**config.mk**
```make
export PLATFORM = sky130hd
export DESIGN_NAME = bffa_ctrl
export DESIGN_NICKNAME = d
export VERILOG_FILES = /design/src/rtl/core/bffa_pkg.sv /design/src/rtl/core/bffa_ctrl.sv
export SDC_FILE = /design/constraint.sdc
export NUM_CORES = 1
export LEC_CHECK = 0
export BUFFER_PORTS_ARGS = -buffer_cell sky130_fd_sc_hd__buf_2
export CORE_AREA = 3 3 40 42
export CTS_CLUSTER_SIZE = 30
export DETAILED_ROUTE_END_ITERATION = 8
export DIE_AREA = 0 0 43 45
export GPL_TIMING_DRIVEN = 0
export PLACE_DENSITY = 0.72
export RECOVER_POWER = 100
export SETUP_SLACK_MARGIN = 0.05
export SYNTH_ARGS = -nofsm -noshare
export SYNTH_HDL_FRONTEND = slang
export SYNTH_SLANG_ARGS = --single-unit
```
**constraint.sdc**
```tcl
create_clock -name clk -period 2.45 [get_ports clk]
set_clock_uncertainty 0.15 [all_clocks]
set_input_delay 0.49 -clock clk [delete_from_list [all_inputs] [get_ports clk]]
set_output_delay 0.49 -clock clk [all_outputs]
set_load 0.005 [all_outputs]
```
**src/rtl/core/bffa_pkg.sv**
```systemverilog
// ----------------------------------------------------------------------------
// bffa_pkg
// Shared types and codes for the bitmap first-fit block allocator.
// ----------------------------------------------------------------------------
package bffa_pkg;

	// blocks held in one bitmap memory word
	localparam int unsigned WORD_W = 8;
	// width of block pointers and run lengths
	localparam int unsigned PW = 26;

	localparam logic [1:0] CMD_INIT  = 2'd0;
	localparam logic [1:0] CMD_ALLOC = 2'd1;
	localparam logic [1:0] CMD_FREE  = 2'd2;
	// unused code, answered as done with nothing changed
	localparam logic [1:0] CMD_NOP   = 2'd3;

	localparam logic [1:0] ST_DONE = 2'd0;
	localparam logic [1:0] ST_FAIL = 2'd1;
	localparam logic [1:0] ST_NULL = 2'd2;

	localparam logic REG_TOTAL    = 1'b0;
	localparam logic REG_RESERVED = 1'b1;

	typedef enum logic [3:0] {
		S_RST_CLR,
		S_IDLE,
		S_INIT,
		S_ARD,
		S_ASCAN,
		S_MRD,
		S_MWR,
		S_FRD,
		S_FPROC,
		S_DONE
	} state_t;

	typedef struct packed {
		logic       load;
		logic       sweep_wr;
		logic       rd_en;
		logic       scan_step;
		logic       mark_wr;
		logic       free_step;
		logic       st_we;
		logic [1:0] st_code;
	} ctl_t;

	typedef struct packed {
		logic sweep_last;
		logic want_zero;
		logic addr_null;
		logic free_in_lim;
		logic found;
		logic scan_end;
		logic mark_last;
		logic free_more;
	} sts_t;

endpackage

```
**src/rtl/core/bffa_ctrl.sv**
```systemverilog
// ----------------------------------------------------------------------------
// bffa_ctrl
// Command sequencer: clearing pass, scan, mark and free loops.
// ----------------------------------------------------------------------------
module bffa_ctrl (
	input  logic              clk,
	input  logic              arst_n,
	input  logic              start,
	input  logic [1:0]        command,
	input  bffa_pkg::sts_t    sts,
	output bffa_pkg::ctl_t    ctl,
	output logic              busy,
	output logic              done
);

	bffa_pkg::state_t state_q, state_d;

	always_ff @(posedge clk or negedge arst_n) begin
		if (!arst_n) begin
			state_q <= bffa_pkg::S_RST_CLR;
		end else begin
			state_q <= state_d;
		end
	end

	always_comb begin
		state_d = state_q;
		unique case (state_q)
			bffa_pkg::S_RST_CLR: if (sts.sweep_last) state_d = bffa_pkg::S_IDLE;
			bffa_pkg::S_IDLE: begin
				if (start) begin
					unique case (command)
						bffa_pkg::CMD_INIT:  state_d = bffa_pkg::S_INIT;
						bffa_pkg::CMD_ALLOC: state_d = sts.want_zero ? bffa_pkg::S_DONE
							: bffa_pkg::S_ARD;
						bffa_pkg::CMD_FREE:  state_d = (sts.addr_null || !sts.free_in_lim)
							? bffa_pkg::S_DONE : bffa_pkg::S_FRD;
						default:             state_d = bffa_pkg::S_DONE;
					endcase
				end
			end
			bffa_pkg::S_INIT: if (sts.sweep_last) state_d = bffa_pkg::S_DONE;
			bffa_pkg::S_ARD:  state_d = bffa_pkg::S_ASCAN;
			bffa_pkg::S_ASCAN: begin
				priority if (sts.found) state_d = bffa_pkg::S_MRD;
				else if (sts.scan_end)  state_d = bffa_pkg::S_DONE;
				else                    state_d = bffa_pkg::S_ARD;
			end
			bffa_pkg::S_MRD: state_d = bffa_pkg::S_MWR;
			bffa_pkg::S_MWR: state_d = sts.mark_last ? bffa_pkg::S_DONE : bffa_pkg::S_MRD;
			bffa_pkg::S_FRD: state_d = bffa_pkg::S_FPROC;
			bffa_pkg::S_FPROC: state_d = sts.free_more ? bffa_pkg::S_FRD : bffa_pkg::S_DONE;
			bffa_pkg::S_DONE: state_d = bffa_pkg::S_IDLE;
			default: state_d = bffa_pkg::S_IDLE;
		endcase
	end

	always_comb begin
		ctl = '0;
		ctl.st_code = bffa_pkg::ST_DONE;
		busy = (state_q != bffa_pkg::S_IDLE);
		done = (state_q == bffa_pkg::S_DONE);
		unique case (state_q)
			bffa_pkg::S_RST_CLR, bffa_pkg::S_INIT: ctl.sweep_wr = 1'b1;
			bffa_pkg::S_IDLE: begin
				ctl.load = start;
				if (start && command == bffa_pkg::CMD_ALLOC && sts.want_zero) begin
					ctl.st_we   = 1'b1;
					ctl.st_code = bffa_pkg::ST_FAIL;
				end
				if (start && command == bffa_pkg::CMD_FREE && sts.addr_null) begin
					ctl.st_we   = 1'b1;
					ctl.st_code = bffa_pkg::ST_NULL;
				end
			end
			bffa_pkg::S_ARD, bffa_pkg::S_MRD, bffa_pkg::S_FRD: ctl.rd_en = 1'b1;
			bffa_pkg::S_ASCAN: begin
				ctl.scan_step = 1'b1;
				if (!sts.found && sts.scan_end) begin
					ctl.st_we   = 1'b1;
					ctl.st_code = bffa_pkg::ST_FAIL;
				end
			end
			bffa_pkg::S_MWR:   ctl.mark_wr = 1'b1;
			bffa_pkg::S_FPROC: ctl.free_step = 1'b1;
			default: ;
		endcase
	end

endmodule

```
==> impl_metrics.prom <==
# TYPE chip_impl_metric gauge
chip_impl_metric{name="routed_wire_length_per_instance",unit="um"} 11.9
chip_impl_metric{name="yosys.area.top_type_share",unit=""} 0.209
chip_impl_metric{name="synth_sequential_area_ratio",unit=""} 0.209
chip_impl_metric{name="ctsHtreeMaxLevel",unit=""} 1
chip_impl_metric{name="synthesis.nets",unit=""} 79
chip_impl_metric{name="postCtsSetupRepairBufs",unit=""} 0
chip_impl_metric{name="fillers",unit=""} 146
chip_impl_metric{name="setup_slack",unit="ps"} 266
chip_impl_metric{name="gp_congestion",unit=""} 0.851
chip_impl_metric{name="report.final.hold_viol_count",unit=""} 0
chip_impl_metric{name="final_min_period_over_clock_period",unit=""} 0.892
chip_impl_metric{name="cts_inserted_buffers",unit=""} 3
chip_impl_info{name="whs_endpoint",value="state_q[0]$_DFFE_PN0P_"} 1
chip_impl_metric{name="worst_ep_arrival_time",unit="ps"} 1540
chip_impl_metric{name="detailedRoute.firstPassIterationCount",unit=""} 4
chip_impl_info{name="synth_largest_area_cell",value="sky130_fd_sc_hd__dfrtp_1"} 1
chip_impl_info{name="synth_top_cells_by_area",value="sky130_fd_sc_hd__dfrtp_1 21%, sky130_fd_sc_hd__inv_1 5.5%, sky130_fd_sc_hd__a21oi_1 5.2%, sky130_fd_sc_hd__nand2_1 4.7%, sky130_fd_sc_hd__nor2_1 4.7%"} 1
chip_impl_metric{name="ys.warnings.count",unit=""} 0
chip_impl_metric{name="synth_area_per_cell",unit="sq um"} 7.26
chip_impl_info{name="cts_tree",value="built"} 1
chip_impl_metric{name="routed_wl",unit="um"} 1280
chip_impl_metric{name="post_drt_via_cell_ratio",unit=""} 5.09
chip_impl_info{name="min-delay-path-class",value="in -> reg"} 1
chip_impl_metric{name="min_delay_path_depth",unit=""} 3
chip_impl_metric{name="iteration_0_drc_count_of_the_detailed_router",unit=""} 6
chip_impl_metric{name="floorplan.die_area",unit="sq um"} 1940
chip_impl_metric{name="max-clock-path-buffers",unit=""} 2
chip_impl_metric{name="synth-edff-count",unit=""} 0
chip_impl_metric{name="detailroute.via_count",unit=""} 550
chip_impl_metric{name="critical_path_required",unit="ps"} 1810
chip_impl_metric{name="finalInstanceArea",unit="sq um"} 647
chip_impl_metric{name="timing_worst_slew_pin_value",unit="ps"} 446
chip_impl_metric{name="vdd_ir_drop_max",unit="uV"} 503
chip_impl_metric{name="headroom_to_the_max_slew_limit",unit=""} 0.703
chip_impl_metric{name="leakagePower",unit="nW"} 0.318
chip_impl_metric{name="first_global_vias",unit=""} 514
chip_impl_metric{name="rows",unit=""} 13
chip_impl_metric{name="final_total_pwr",unit="mW"} 0.590
chip_impl_metric{name="fin_util",unit=""} 0.503
chip_impl_metric{name="grt_util_all_layers",unit=""} 0.146
chip_impl_metric{name="finalSetupTns",unit="ps"} 0
chip_impl_metric{name="tritoncts_num_sinks",unit=""} 4
chip_impl_metric{name="finalSetupViolCount",unit=""} 0
chip_impl_info{name="worst_setup_end_kind",value="output port"} 1
chip_impl_metric{name="detail_route.drc_violations",unit=""} 0
chip_impl_info{name="largestRegisters",value="state_q: 4 flops"} 1
chip_impl_metric{name="core_area",unit="sq um"} 1280
chip_impl_metric{name="ios",unit=""} 24
chip_impl_metric{name="register_to_register_setup_slack",unit="ps"} 700
chip_impl_metric{name="num_antenna_cells",unit=""} 0
chip_impl_metric{name="hold_ws",unit="ps"} 385
chip_impl_metric{name="detailed_place_hpwl",unit="um"} 1070
chip_impl_info{name="crit-reg2reg-capture",value="state_q[3]$_DFFE_PN0P_"} 1
chip_impl_metric{name="worst_r2r_path_depth",unit=""} 5
chip_impl_metric{name="synth-async-reset-ratio",unit=""} 1.00
chip_impl_metric{name="antenna_violating_nets_post_route",unit=""} 0
chip_impl_metric{name="largest_register_ffs",unit=""} 4
chip_impl_metric{name="start_util",unit=""} 0.373
chip_impl_info{name="timing.setup.critical_path_class",value="reg -> out"} 1
chip_impl_metric{name="overflow",unit=""} 0
chip_impl_metric{name="floorplan.die.height",unit="um"} 45
chip_impl_metric{name="post_synth_inst_count",unit=""} 66
chip_impl_info{name="cts.root.buffer_cell",value="sky130_fd_sc_hd__clkbuf_4"} 1
chip_impl_metric{name="layout_min_cycle_time",unit="ps"} 2180
chip_impl_info{name="synth_ff_type",value="sky130_fd_sc_hd__dfrtp_1"} 1
chip_impl_metric{name="cts.clk_slew.worst_paths",unit="ps"} 30
chip_impl_metric{name="unique_cell_type_count_in_the_yosys_netlist",unit=""} 31
chip_impl_metric{name="synth-seq-cells",unit=""} 4
chip_impl_metric{name="final_layout_size_suffix_gt1_frac",unit=""} 0.301
chip_impl_info{name="worstReg2RegStart",value="state_q[1]$_DFFE_PN0P_"} 1
chip_impl_metric{name="dp_slack",unit="ps"} 422
chip_impl_metric{name="timing_max_transition_violations_final",unit=""} 0
chip_impl_metric{name="powerDensity",unit="nW/um^2"} 912
chip_impl_metric{name="drv_cap",unit=""} 0
chip_impl_metric{name="antenna_found_initial",unit=""} 0
chip_impl_info{name="setup.worst_path.start_class",value="register"} 1
chip_impl_info{name="outcome",value="completed"} 1
chip_impl_info{name="max_flop_register",value="state_q"} 1
chip_impl_info{name="timing.hold.worst.start",value="sts[7]"} 1
chip_impl_metric{name="clk_latency",unit="ps"} 230
chip_impl_info{name="rsz0062_at_grt",value="no"} 1
chip_impl_metric{name="post_synthesis_instance_area",unit="sq um"} 479
chip_impl_metric{name="post-place-cells",unit=""} 104
chip_impl_metric{name="port_buffers",unit=""} 23
chip_impl_metric{name="flow.area_growth_from_synthesis",unit="%"} 35.0
chip_impl_metric{name="worst-path-max-fanout",unit=""} 4
chip_impl_metric{name="die_x",unit="um"} 43
chip_impl_metric{name="grt_start_max_net_pins",unit=""} 11
chip_impl_metric{name="grt_pass1_wl",unit="um"} 2170
chip_impl_metric{name="finalNonFillerCells",unit=""} 108
chip_impl_metric{name="design.final.nets",unit=""} 108
chip_impl_metric{name="post_dp_cell_area",unit="sq um"} 613
chip_impl_metric{name="timing.fmax",unit="GHz"} 0.458
## how the worst max path moves through the flow
stage / start / end / slack, ps
2_1_floorplan: state_q[1]$_DFFE_PN0P_ / ctl[2] / 670
3_3_place_gp: state_q[1]$_DFFE_PN0P_ / ctl[2] / 450
3_5_place_dp: state_q[1]$_DFFE_PN0P_ / ctl[2] / 420
4_1_cts: state_q[1]$_DFFE_PN0P_ / ctl[2] / 170
5_1_grt: state_q[1]$_DFFE_PN0P_ / ctl[2] / 110
6_report: state_q[1]$_DFFE_PN0P_ / ctl[2] / 270
## report_power, final
| group | switching (mW) | total [mW] | internal [mW] |
|---|---|---|---|
| combinational | 0.214 | 0.396 | 0.182 |
| clock | 0.0228 | 0.0773 | 0.0545 |
| sequential | 0.0271 | 0.117 | 0.0903 |
## worst max-delay path: stages, from the launching register on
cell	delay [ps]
sky130_fd_sc_hd__dfrtp_1	430
sky130_fd_sc_hd__nor4b_4	380
sky130_fd_sc_hd__nand2_1	160
sky130_fd_sc_hd__a21o_1	170
sky130_fd_sc_hd__nand2_1	60
sky130_fd_sc_hd__clkbuf_1	120
## final cells by class
cell class	count	area [sq um]	share of cell area
multi-input combinational	50	334	0.516
timing repair buffer	24	119	0.184
sequential	4	100	0.155
inverter	8	31.3	0.0484
clock buffer	3	22.5	0.0348
buffer	4	21.3	0.0329
tap	15	18.8	0.0290
## metal layers
layer | global-route usage | up-vias | routed length [um] | part of all wire
met5 | 0 | - | 0 | 0
met3 | 0 | 0 | 56 | 0.044
met2 | 0.246 | 10 | 627 | 0.49
met4 | 0.0723 | 0 | 0 | 0
met1 | 0.198 | 246 | 600 | 0.47
li1 | - | 294 | - | -
## repair_timing
action | 4_1_cts | 5_1_grt
gates resized for setup | 0 | 2
hold buffers | 1 | 0
endpoints found under the setup margin | 0 | 2
endpoints found under the hold margin | 4 | 0
## logic make-up after synthesis
| family | after synthesis | share of synthesized area |
|---|---|---|
| AO/OA/AOI/OAI | 19 | 0.279 |
| flip-flops | 4 | 0.209 |
| buffers and inverters | 12 | 0.117 |
| XOR/XNOR | 1 | 0.0183 |
| AND/OR/NAND/NOR | 30 | 0.376 |
## placed cells by master (no fill, tap or decap), drive strengths merged, types with 3 or more instances in the layout
cell	count
buf	19
clkbuf	11
inv	7
nor2	6
nand2	6
a21oi	5
dfrtp	4
nand2b	3
nor3	3
o21ai	3
## cells in the mapped netlist (3+ instances only)
cell,instances
sky130_fd_sc_hd__a21oi_1,5
sky130_fd_sc_hd__dfrtp_1,4
sky130_fd_sc_hd__inv_1,7
sky130_fd_sc_hd__nand2_1,6
sky130_fd_sc_hd__nand2b_1,3
sky130_fd_sc_hd__nor2_1,6
sky130_fd_sc_hd__nor3_1,3
Power figures use the tool's default switching activity.
